==> config.mk <==
export PLATFORM = sky130hd
export DESIGN_NAME = autotile_quarter_source_lookup
export DESIGN_NICKNAME = d
export VERILOG_FILES = /design/src/hw/rtl/atq_pkg.sv /design/src/hw/rtl/atq_decode.sv /design/src/hw/rtl/autotile_quarter_source_lookup.sv
export SDC_FILE = /design/constraint.sdc
export NUM_CORES = 1
export LEC_CHECK = 0
export ABC_AREA = 0
export BUFFER_PORTS_ARGS = -buffer_cell sky130_fd_sc_hd__buf_2
export CAP_MARGIN = 20
export CORE_AREA = 2 2 286 288
export CTS_BUF_LIST = sky130_fd_sc_hd__clkbuf_4 sky130_fd_sc_hd__clkbuf_8
export CTS_CLUSTER_DIAMETER = 40
export DETAILED_ROUTE_END_ITERATION = 8
export DIE_AREA = 0 0 288 290
export SYNTH_ARGS = -nofsm -noshare
export SYNTH_HDL_FRONTEND = slang
export SYNTH_SLANG_ARGS = --single-unit
==> constraint.sdc <==
create_clock -name clk -period 28.4 [get_ports clk]
set_input_delay 1.42 -clock clk [delete_from_list [all_inputs] [get_ports clk]]
set_output_delay 1.42 -clock clk [all_outputs]
set_load 0.05 [all_outputs]
==> src/hw/rtl/atq_pkg.sv <==
// Package for the autotile quarter source lookup.
// Holds the command record type, piece codes and the sheet-cell tables.
package atq_pkg;

  typedef struct packed {
    logic [8:0] src_x;
    logic [7:0] src_y;
    logic [3:0] dst_x;
    logic [3:0] dst_y;
    logic       whole_tile;
  } cmd_t;

  // Coast piece rows; PC_NONE means the quarter is skipped.
  localparam logic [3:0] PC_A    = 4'd0;
  localparam logic [3:0] PC_B    = 4'd1;
  localparam logic [3:0] PC_C    = 4'd2;
  localparam logic [3:0] PC_D    = 4'd3;
  localparam logic [3:0] PC_NONE = 4'd12;

  // Terrain pieces, row*3+column inside the 3x4 piece block.
  localparam logic [3:0] PT_C  = 4'd2;
  localparam logic [3:0] PT_D7 = 4'd3;
  localparam logic [3:0] PT_D8 = 4'd4;
  localparam logic [3:0] PT_D9 = 4'd5;
  localparam logic [3:0] PT_D4 = 4'd6;
  localparam logic [3:0] PT_D5 = 4'd7;
  localparam logic [3:0] PT_D6 = 4'd8;
  localparam logic [3:0] PT_D1 = 4'd9;
  localparam logic [3:0] PT_D2 = 4'd10;
  localparam logic [3:0] PT_D3 = 4'd11;

  function automatic logic [4:0] grp_cx(input logic [3:0] g);
    case (g)
      4'd0, 4'd2: grp_cx = 5'd0;
      4'd1, 4'd3: grp_cx = 5'd3;
      4'd4, 4'd6, 4'd8, 4'd10: grp_cx = 5'd6;
      default: grp_cx = 5'd9;
    endcase
  endfunction

  function automatic logic [3:0] grp_cy(input logic [3:0] g);
    case (g)
      4'd4, 4'd5: grp_cy = 4'd0;
      4'd6, 4'd7: grp_cy = 4'd4;
      4'd0, 4'd1, 4'd8, 4'd9: grp_cy = 4'd8;
      default: grp_cy = 4'd12;
    endcase
  endfunction

  // Piece code to column (code mod 3) and row (code div 3).
  function automatic logic [1:0] pc_col(input logic [3:0] p);
    pc_col = 2'(p - 4'd3 * (p >= 4'd3) - 4'd3 * (p >= 4'd6) - 4'd3 * (p >= 4'd9));
  endfunction

  function automatic logic [1:0] pc_row(input logic [3:0] p);
    pc_row = 2'(32'(p >= 4'd3) + 32'(p >= 4'd6) + 32'(p >= 4'd9));
  endfunction

endpackage

==> src/hw/rtl/atq_decode.sv <==
// Decoder: turns one registered tile beat into up to eight blit commands.
// Depends on atq_pkg for the command type, piece codes and group tables.
module atq_decode (
  input  logic [15:0]        tile_id,
  input  logic               upper_layer,
  input  logic [15:0]        frame,
  output atq_pkg::cmd_t [7:0] cmds,
  output logic [7:0]         cmd_en
);
  import atq_pkg::*;

  logic [15:0] id_m800, id_m50, idx50, rel, px, py, blk;
  logic [3:0]  bits, g;
  logic [1:0]  f3;
  logic [4:0]  cx, base_cx;
  logic [3:0]  cy;
  logic [5:0]  c;
  logic [3:0]  q [4];
  logic [3:0]  t_q [4];
  logic        cls_up, cls_coast, cls_anim, cls_terr, cls_plain;

  // Remainders and quotients by constants, done with a subtract chain and reciprocal multiplies.
  always_comb begin
    id_m800 = tile_id;
    for (int k = 0; k < 4; k++) if (id_m800 >= 16'd800) id_m800 = id_m800 - 16'd800;
    bits = 4'((32'(id_m800) * 1311) >> 16);
    idx50 = 16'((32'(tile_id) * 1311) >> 16);
    if (16'(idx50 * 16'd50) > tile_id) idx50 = idx50 - 16'd1;
    id_m50 = tile_id - 16'(idx50 * 16'd50);
    c = id_m50[5:0];
    f3 = 2'(frame - 16'(16'((32'(frame) * 43691) >> 17) * 16'd3));
  end

  // Plain cell folding: 6-wide index into 6x8 blocks.
  always_comb begin
    if (upper_layer) rel = tile_id - 16'd10000 + 16'd336;
    else rel = tile_id - 16'd5000 + 16'd192;
    py = 16'((32'(rel) * 43691) >> 18);
    px = rel - 16'(py * 16'd6);
    blk = py >> 3;
    if (blk > 16'd9) blk = 16'd9;
  end

  // Coast pieces per corner code.
  always_comb begin
    for (int i = 0; i < 4; i++) q[i] = PC_NONE;
    if (c < 6'h10) begin
      if (c[0]) q[0] = PC_D;
      if (c[1]) q[1] = PC_D;
      if (c[2]) q[3] = PC_D;
      if (c[3]) q[2] = PC_D;
    end else if (c < 6'h14) begin
      q[0] = PC_B; q[2] = PC_B;
      if (c[0]) q[1] = PC_D;
      if (c[1]) q[3] = PC_D;
    end else if (c < 6'h18) begin
      q[0] = PC_C; q[1] = PC_C;
      if (c[0]) q[3] = PC_D;
      if (c[1]) q[2] = PC_D;
    end else if (c < 6'h1C) begin
      q[1] = PC_B; q[3] = PC_B;
      if (c[0]) q[2] = PC_D;
      if (c[1]) q[0] = PC_D;
    end else if (c < 6'h20) begin
      q[2] = PC_C; q[3] = PC_C;
      if (c[0]) q[0] = PC_D;
      if (c[1]) q[1] = PC_D;
    end else if (c == 6'h20) begin
      for (int i = 0; i < 4; i++) q[i] = PC_B;
    end else if (c == 6'h21) begin
      for (int i = 0; i < 4; i++) q[i] = PC_C;
    end else if (c <= 6'h23) begin
      q[0] = PC_A; q[2] = PC_B; q[1] = PC_C;
      if (c[0]) q[3] = PC_D;
    end else if (c <= 6'h25) begin
      q[1] = PC_A; q[3] = PC_B; q[0] = PC_C;
      if (c[0]) q[2] = PC_D;
    end else if (c <= 6'h27) begin
      q[3] = PC_A; q[1] = PC_B; q[2] = PC_C;
      if (c[0]) q[0] = PC_D;
    end else if (c <= 6'h29) begin
      q[2] = PC_A; q[0] = PC_B; q[3] = PC_C;
      if (c[0]) q[1] = PC_D;
    end else if (c == 6'h2A) begin
      q[0] = PC_A; q[1] = PC_A; q[2] = PC_B; q[3] = PC_B;
    end else if (c == 6'h2B) begin
      q[0] = PC_A; q[2] = PC_A; q[1] = PC_C; q[3] = PC_C;
    end else if (c == 6'h2C) begin
      q[2] = PC_A; q[3] = PC_A; q[0] = PC_B; q[1] = PC_B;
    end else if (c == 6'h2D) begin
      q[1] = PC_A; q[3] = PC_A; q[0] = PC_C; q[2] = PC_C;
    end else begin
      for (int i = 0; i < 4; i++) q[i] = PC_A;
    end
  end

  // Terrain pieces per corner code.
  always_comb begin
    for (int i = 0; i < 4; i++) t_q[i] = PT_D5;
    if (c < 6'h10) begin
      if (c[0]) t_q[0] = PT_C;
      if (c[1]) t_q[1] = PT_C;
      if (c[2]) t_q[3] = PT_C;
      if (c[3]) t_q[2] = PT_C;
    end else if (c < 6'h14) begin
      t_q[0] = PT_D4; t_q[2] = PT_D4;
      if (c[0]) t_q[1] = PT_C;
      if (c[1]) t_q[3] = PT_C;
    end else if (c < 6'h18) begin
      t_q[0] = PT_D8; t_q[1] = PT_D8;
      if (c[0]) t_q[3] = PT_C;
      if (c[1]) t_q[2] = PT_C;
    end else if (c < 6'h1C) begin
      t_q[1] = PT_D6; t_q[3] = PT_D6;
      if (c[0]) t_q[2] = PT_C;
      if (c[1]) t_q[0] = PT_C;
    end else if (c < 6'h20) begin
      t_q[2] = PT_D2; t_q[3] = PT_D2;
      if (c[0]) t_q[0] = PT_C;
      if (c[1]) t_q[1] = PT_C;
    end else if (c == 6'h20) begin
      t_q[0] = PT_D4; t_q[2] = PT_D4; t_q[1] = PT_D6; t_q[3] = PT_D6;
    end else if (c == 6'h21) begin
      t_q[0] = PT_D8; t_q[1] = PT_D8; t_q[2] = PT_D2; t_q[3] = PT_D2;
    end else if (c <= 6'h23) begin
      for (int i = 0; i < 4; i++) t_q[i] = PT_D7;
      if (c[0]) t_q[3] = PT_C;
    end else if (c <= 6'h25) begin
      for (int i = 0; i < 4; i++) t_q[i] = PT_D9;
      if (c[0]) t_q[2] = PT_C;
    end else if (c <= 6'h27) begin
      for (int i = 0; i < 4; i++) t_q[i] = PT_D3;
      if (c[0]) t_q[0] = PT_C;
    end else if (c <= 6'h29) begin
      for (int i = 0; i < 4; i++) t_q[i] = PT_D1;
      if (c[0]) t_q[1] = PT_C;
    end else if (c == 6'h2A) begin
      t_q[0] = PT_D7; t_q[2] = PT_D7; t_q[1] = PT_D9; t_q[3] = PT_D9;
    end else if (c == 6'h2B) begin
      t_q[0] = PT_D7; t_q[1] = PT_D7; t_q[2] = PT_D1; t_q[3] = PT_D1;
    end else if (c == 6'h2C) begin
      t_q[0] = PT_D1; t_q[2] = PT_D1; t_q[1] = PT_D3; t_q[3] = PT_D3;
    end else if (c == 6'h2D) begin
      t_q[0] = PT_D9; t_q[1] = PT_D9; t_q[2] = PT_D3; t_q[3] = PT_D3;
    end else begin
      t_q[0] = PT_D7; t_q[1] = PT_D9; t_q[2] = PT_D1; t_q[3] = PT_D3;
    end
  end

  // Class of the id and the command list.
  always_comb begin
    logic [3:0] ox, oy;
    logic [1:0] t;
    logic [3:0] gg;
    t = 2'd0;
    cls_up    = upper_layer && tile_id >= 16'd10000 && tile_id < 16'd10144;
    cls_coast = !upper_layer && tile_id < 16'd3000;
    cls_anim  = !upper_layer && tile_id >= 16'd3000 && tile_id < 16'd4000;
    cls_terr  = !upper_layer && tile_id >= 16'd4000 && tile_id < 16'd4600;
    cls_plain = !upper_layer && tile_id >= 16'd5000;
    base_cx = (tile_id >= 16'd1000 && tile_id < 16'd2000) ? 5'd3 : 5'd0;
    g = 4'(idx50 - 16'd80);
    gg = 4'(idx50 - 16'd63);
    cx = 5'd18;
    cy = 4'd8;
    if (cls_up || cls_plain) begin
      cx = 5'(32'(blk >> 1) * 6 + 32'(px));
      cy = {blk[0], py[2:0]};
    end else if (tile_id < 16'd3150) begin
      cx = 5'(idx50 - 16'd57);
      cy = 4'd4 + {2'b00, frame[1:0]};
    end else if (tile_id < 16'd3750) begin
      cx = grp_cx(gg);
      cy = grp_cy(gg);
    end
    cmd_en = '0;
    for (int i = 0; i < 8; i++) cmds[i] = '0;
    if (cls_up || cls_plain || cls_anim) begin
      cmd_en[0] = 1'b1;
      cmds[0] = '{src_x: {cx, 4'd0}, src_y: {cy, 4'd0}, dst_x: 4'd0, dst_y: 4'd0,
                  whole_tile: 1'b1};
    end
    for (int i = 0; i < 4; i++) begin
      ox = i[0] ? 4'd8 : 4'd0;
      oy = i[1] ? 4'd8 : 4'd0;
      if (cls_coast) begin
        t = (tile_id < 16'd2000) ? {1'b0, bits[i]} : (bits[i] ? 2'd2 : 2'd3);
        cmd_en[i] = 1'b1;
        cmds[i] = '{src_x: {3'd0, f3, 4'd0} + 9'(ox), src_y: {2'b01, t, 4'd0} + 8'(oy),
                    dst_x: ox, dst_y: oy, whole_tile: 1'b0};
        cmd_en[4+i] = (q[i] != PC_NONE);
        cmds[4+i] = '{src_x: {base_cx + 5'(f3), 4'd0} + 9'(ox),
                      src_y: {q[i], 4'd0} + 8'(oy), dst_x: ox, dst_y: oy,
                      whole_tile: 1'b0};
      end else if (cls_terr) begin
        cmd_en[i] = 1'b1;
        cmds[i] = '{src_x: {grp_cx(g) + 5'(pc_col(t_q[i])), 4'd0} + 9'(ox),
                    src_y: {grp_cy(g) + 4'(pc_row(t_q[i])), 4'd0} + 8'(oy),
                    dst_x: ox, dst_y: oy, whole_tile: 1'b0};
      end
    end
  end

endmodule

==> src/hw/rtl/autotile_quarter_source_lookup.sv <==
// Top level of the autotile quarter source lookup.
// Depends on atq_pkg and atq_decode.
//
//   channel  direction  handshake          payload
//   in       sink       in_valid/in_stall  tile_id, upper_layer, frame
//   out      source     out_valid/out_stall src_x, src_y, dst_x, dst_y, whole_tile, last
//
// A tile beat is registered, decoded and loaded into a bank of up to eight
// commands, and a tile may produce none; the bank then sends one command per
// cycle while out is not stalled. A new tile is taken in the cycle the bank
// sends its last command. Reset clears the valid flags. A stall on out holds
// the current command.
module autotile_quarter_source_lookup (
  input  logic        clk,
  input  logic        rst,
  input  logic        in_valid,
  output logic        in_stall,
  input  logic [15:0] tile_id,
  input  logic        upper_layer,
  input  logic [15:0] frame,
  output logic        out_valid,
  input  logic        out_stall,
  output logic [8:0]  src_x,
  output logic [7:0]  src_y,
  output logic [3:0]  dst_x,
  output logic [3:0]  dst_y,
  output logic        whole_tile,
  output logic        last
);
  import atq_pkg::*;

  logic        in_full;
  logic [15:0] r_id, r_frame;
  logic        r_up;
  cmd_t [7:0]  dec_cmds;
  logic [7:0]  dec_en;
  cmd_t [7:0]  bank;
  logic [7:0]  pend, pend_next;
  logic [2:0]  sel;
  logic        bank_load, in_take, send, bank_done;

  atq_decode u_dec (.tile_id(r_id), .upper_layer(r_up), .frame(r_frame),
                    .cmds(dec_cmds), .cmd_en(dec_en));

  // Lowest pending command goes out next.
  always_comb begin
    sel = 3'd0;
    for (int i = 7; i >= 0; i--) if (pend[i]) sel = 3'(i);
  end

  assign out_valid  = |pend;
  assign send       = out_valid && !out_stall;
  assign pend_next  = send ? (pend & ~(8'd1 << sel)) : pend;
  assign bank_done  = (pend_next == 8'd0);
  assign bank_load  = in_full && bank_done;
  assign in_stall   = in_full && !bank_load;
  assign in_take    = in_valid && !in_stall;
  assign last       = ((pend & ~(8'd1 << sel)) == 8'd0);
  assign src_x      = bank[sel].src_x;
  assign src_y      = bank[sel].src_y;
  assign dst_x      = bank[sel].dst_x;
  assign dst_y      = bank[sel].dst_y;
  assign whole_tile = bank[sel].whole_tile;

  // Input register.
  always_ff @(posedge clk) begin
    if (rst) begin
      in_full <= 1'b0;
    end else begin
      in_full <= in_take || (in_full && !bank_load);
    end
    if (in_take) begin
      r_id <= tile_id;
      r_up <= upper_layer;
      r_frame <= frame;
    end
  end

  // Command bank.
  always_ff @(posedge clk) begin
    if (rst) begin
      pend <= '0;
    end else begin
      pend <= bank_load ? dec_en : pend_next;
    end
    if (bank_load) bank <= dec_cmds;
  end

  a_hold: assert property (@(posedge clk) disable iff (rst)
    out_valid && out_stall |=> out_valid && $stable(sel))
    else $error("pending command lost under stall");
  a_last: assert property (@(posedge clk) disable iff (rst)
    send && last |=> !out_valid || $past(bank_load))
    else $error("command sent after last");
  a_nodrop: assert property (@(posedge clk) disable iff (rst)
    in_full && !bank_load |=> in_full)
    else $error("tile dropped");

endmodule

==> results by group <==
Critical path
  • CP max stage delay: 0.89 ns
  • CP arrival: 16.75 ns
  • Worst Setup End Kind: register
  • Most frequent CP cell: inv_1
  • CP max FO: 27
  • FF-to-FF setup slack: 11.87 ns
  • Buf/Inv on CP: 12
  • Setup CP Type: reg -> reg
  • R2R Path Start: r_id[1]
  • Critical path's top delay family: adder cells
  • WP depth: 68
  • WP data required: 28.63 ns
  • Worst Setup SP: r_id[1]
  • Path depth of the worst reg2reg path: 68
  • Slowest-stage cell, CP: edfxtp_1
  • Worst Setup Start Kind: register

Final layout
  • NumNets Final: 3440
  • Final non-filler cell area: 25600 µm²
  • Layout cells sized above 1: 0.0576
  • Area grow syn2layout: 7.21%
  • Diode count: 0
  • FILL cells: 8438

Clock tree
  • Clk pin slew, worst setup/hold paths: 0.17 ns
  • H-tree depth: 3
  • Hold_buf cts: 0
  • Clock buffer depth: 2
  • Clk_lat worst skew: 0.48 ns
  • Number of CTS-inserted buffers: 9
  • Cts repair resizes: 0
  • Clk sinks: 93
  • TritonCTS clock tree: yes
  • Post-CTS setup repair buffer count: 0
  • Root buffer cell: clkbuf_8

Die
  • Core Region: 80200 µm²
  • Chip width: 288 µm
  • Initial core utilization: 0.298
  • Die Footprint: 83500 µm²
  • Row cnt: 104
  • DIE HEIGHT: 290 µm
  • Boundary Pins: 66

STA
  • Minimum clock period: 16.53 ns
  • Fin crit share: 0.582
  • Rel. slew slack: 0.308
  • Clk_skew: 0.0573 ns
  • Final TNS setup: 0 ns
  • Highest Clock Rate: 0.0605 GHz
  • RSZ-0062 raised after global routing: false
  • Max-slew violations: 0
  • Worst-margin pin slew: 1.04 ns
  • Final setup vio count: 0
  • Fin. Hold Viols: 0

Synthesis
  • Syn avg cell area: 9.17 µm²
  • Synth Cell Area: 23900 µm²
  • Seq/Total Area, Yosys: 0.113
  • Ys Warns: 0
  • Cell count after synthesis: 2604
  • Yosys reg bits: 93
  • Number of flops mapped to enable cells by yosys: 84
  • Yosys cell types: 104
  • Synth async-reset ratio: 0
  • Most used flip-flop cell after synthesis: edfxtp_1

Detailed routing
  • Met1 Wirelength: 29100 µm
  • Met2 WL post-DR: 28000 µm
  • TritonRoute pass-1 iters: 5
  • WL/cell: 16.7 µm
  • Via count of the routed design: 18000
  • Post-Route WL: 61900 µm
  • Vias per cell: 4.88
  • Uppermost layer routed: met4
  • DRC viols: 0
  • DRT antenna net count: 0
  • Initial DRC count: 1241
  • Met3 Wirelength: 4100 µm

Global routing
  • Overall routing resource usage: 0.150
  • First-pass GRT wire length: 99200 µm
  • Via count of the first global-routing pass: 18100
  • Pin count of the biggest net entering global routing: 50
  • Initial antenna violation count: 2
  • Grt ovf: 0

Worst hold path
  • HP Class: reg -> reg
  • Hold wc startpoint: pend[1]
  • Hold Crit Depth: 2

Placement
  • Port Buffer Count: 53
  • HPWL reported at the end of detailed placement: 51000 µm
  • Dpl cell area: 25400 µm²
  • Routability cong.: 0.935

Run
  • Max-Cap Viols: 0

Run status
  • Outcome: completed
## cell usage in the layout (no fill, tap or decap), drive strengths merged, types with 79 or more instances in the layout
cell | synthesis | final
inv | 509 | 514
ha | 491 | 491
fa | 277 | 277
nand2 | 182 | 182
nor2 | 127 | 127
o21ai | 119 | 119
xnor2 | 108 | 108
a21oi | 107 | 107
edfxtp | 84 | 84
buf | 20 | 79
## synth_stat cells, types with 24 or more instances
cell type    n  share of area
inv_1      509          0.080
o21a_1      24         0.0075
nor3_1      28         0.0059
xnor2_1    107          0.039
ha_1       491           0.26
edfxtp_1    84           0.11
nand3_1     49          0.010
nand2_1    182          0.029
o21ai_0    116          0.024
clkbuf_1    51         0.0080
a21o_1      31         0.0097
fa_1       277           0.23
xor2_1      38          0.014
a21oi_1    106          0.022
nor2_1     125          0.020
## routing by layer
layer / GRT usage / up-vias
li1: - / 8767
met1: 0.215 / 8758
met2: 0.238 / 464
met3: 0.0274 / 50
met4: 0.0219 / 0
met5: 0 / -
## worst register-to-register path, delay by kind of cell (launching register included)
family / cells / cell delay, ns
simple gates: 13 / 2.09
flops: 1 / 0.89
xor+xnor: 9 / 2.53
buf+inv: 12 / 1.48
fa+ha+maj: 17 / 6.39
compound gates: 17 / 2.90
## path summary, 6_finish.rpt
check	end
max	bank[75]
min	pend[1]
min reg2reg	pend[1]
max reg2reg	bank[75]
## flip-flops by register name (all words and copies together) (netlist names)
signal   cells
bank        51
r_frame     16
r_id        16
pend         8
in_full      1
r_up         1
## kinds of logic (layout without fill, tap and decap cells)
family / Yosys count / after routing / synth area share
compound gates: 454 / 454 / 0.127
xor+xnor: 150 / 150 / 0.0577
fa+ha+maj: 769 / 769 / 0.490
buf+inv: 581 / 606 / 0.0946
flops: 93 / 93 / 0.113
mux: 17 / 17 / 0.00749
other cells: 1 / 12 / 0.000157
simple gates: 539 / 539 / 0.109
## per-stage QoR
stage	utilization	hold WS, ns	cells	setup slack (ns)
after floorplan	-	0.486	2615	14.00
after global placement	0.317	0.508	3683	12.20
after global routing	0.319	0.544	3700	10.52
final	0.319	0.533	3700	11.87
after detailed placement	0.317	0.509	3683	11.94
after CTS	0.319	0.527	3699	11.92
## area by class of cell
class                           count  area [µm²]  share of cell area
Clock buffer                        9         124             0.00484
Clock inverter                      7        73.8             0.00288
Inverter                          510        1910              0.0748
Multi-Input combinational cell   1941       19000               0.742
Sequential cell                    93        2700               0.106
Tap cell                         1060        1330              0.0518
Timing Repair Buffer               80         465              0.0182
Power is left out: the tool's default activity adds up to more than one toggle a clock period on the data nets, which glitch-free logic cannot reach.
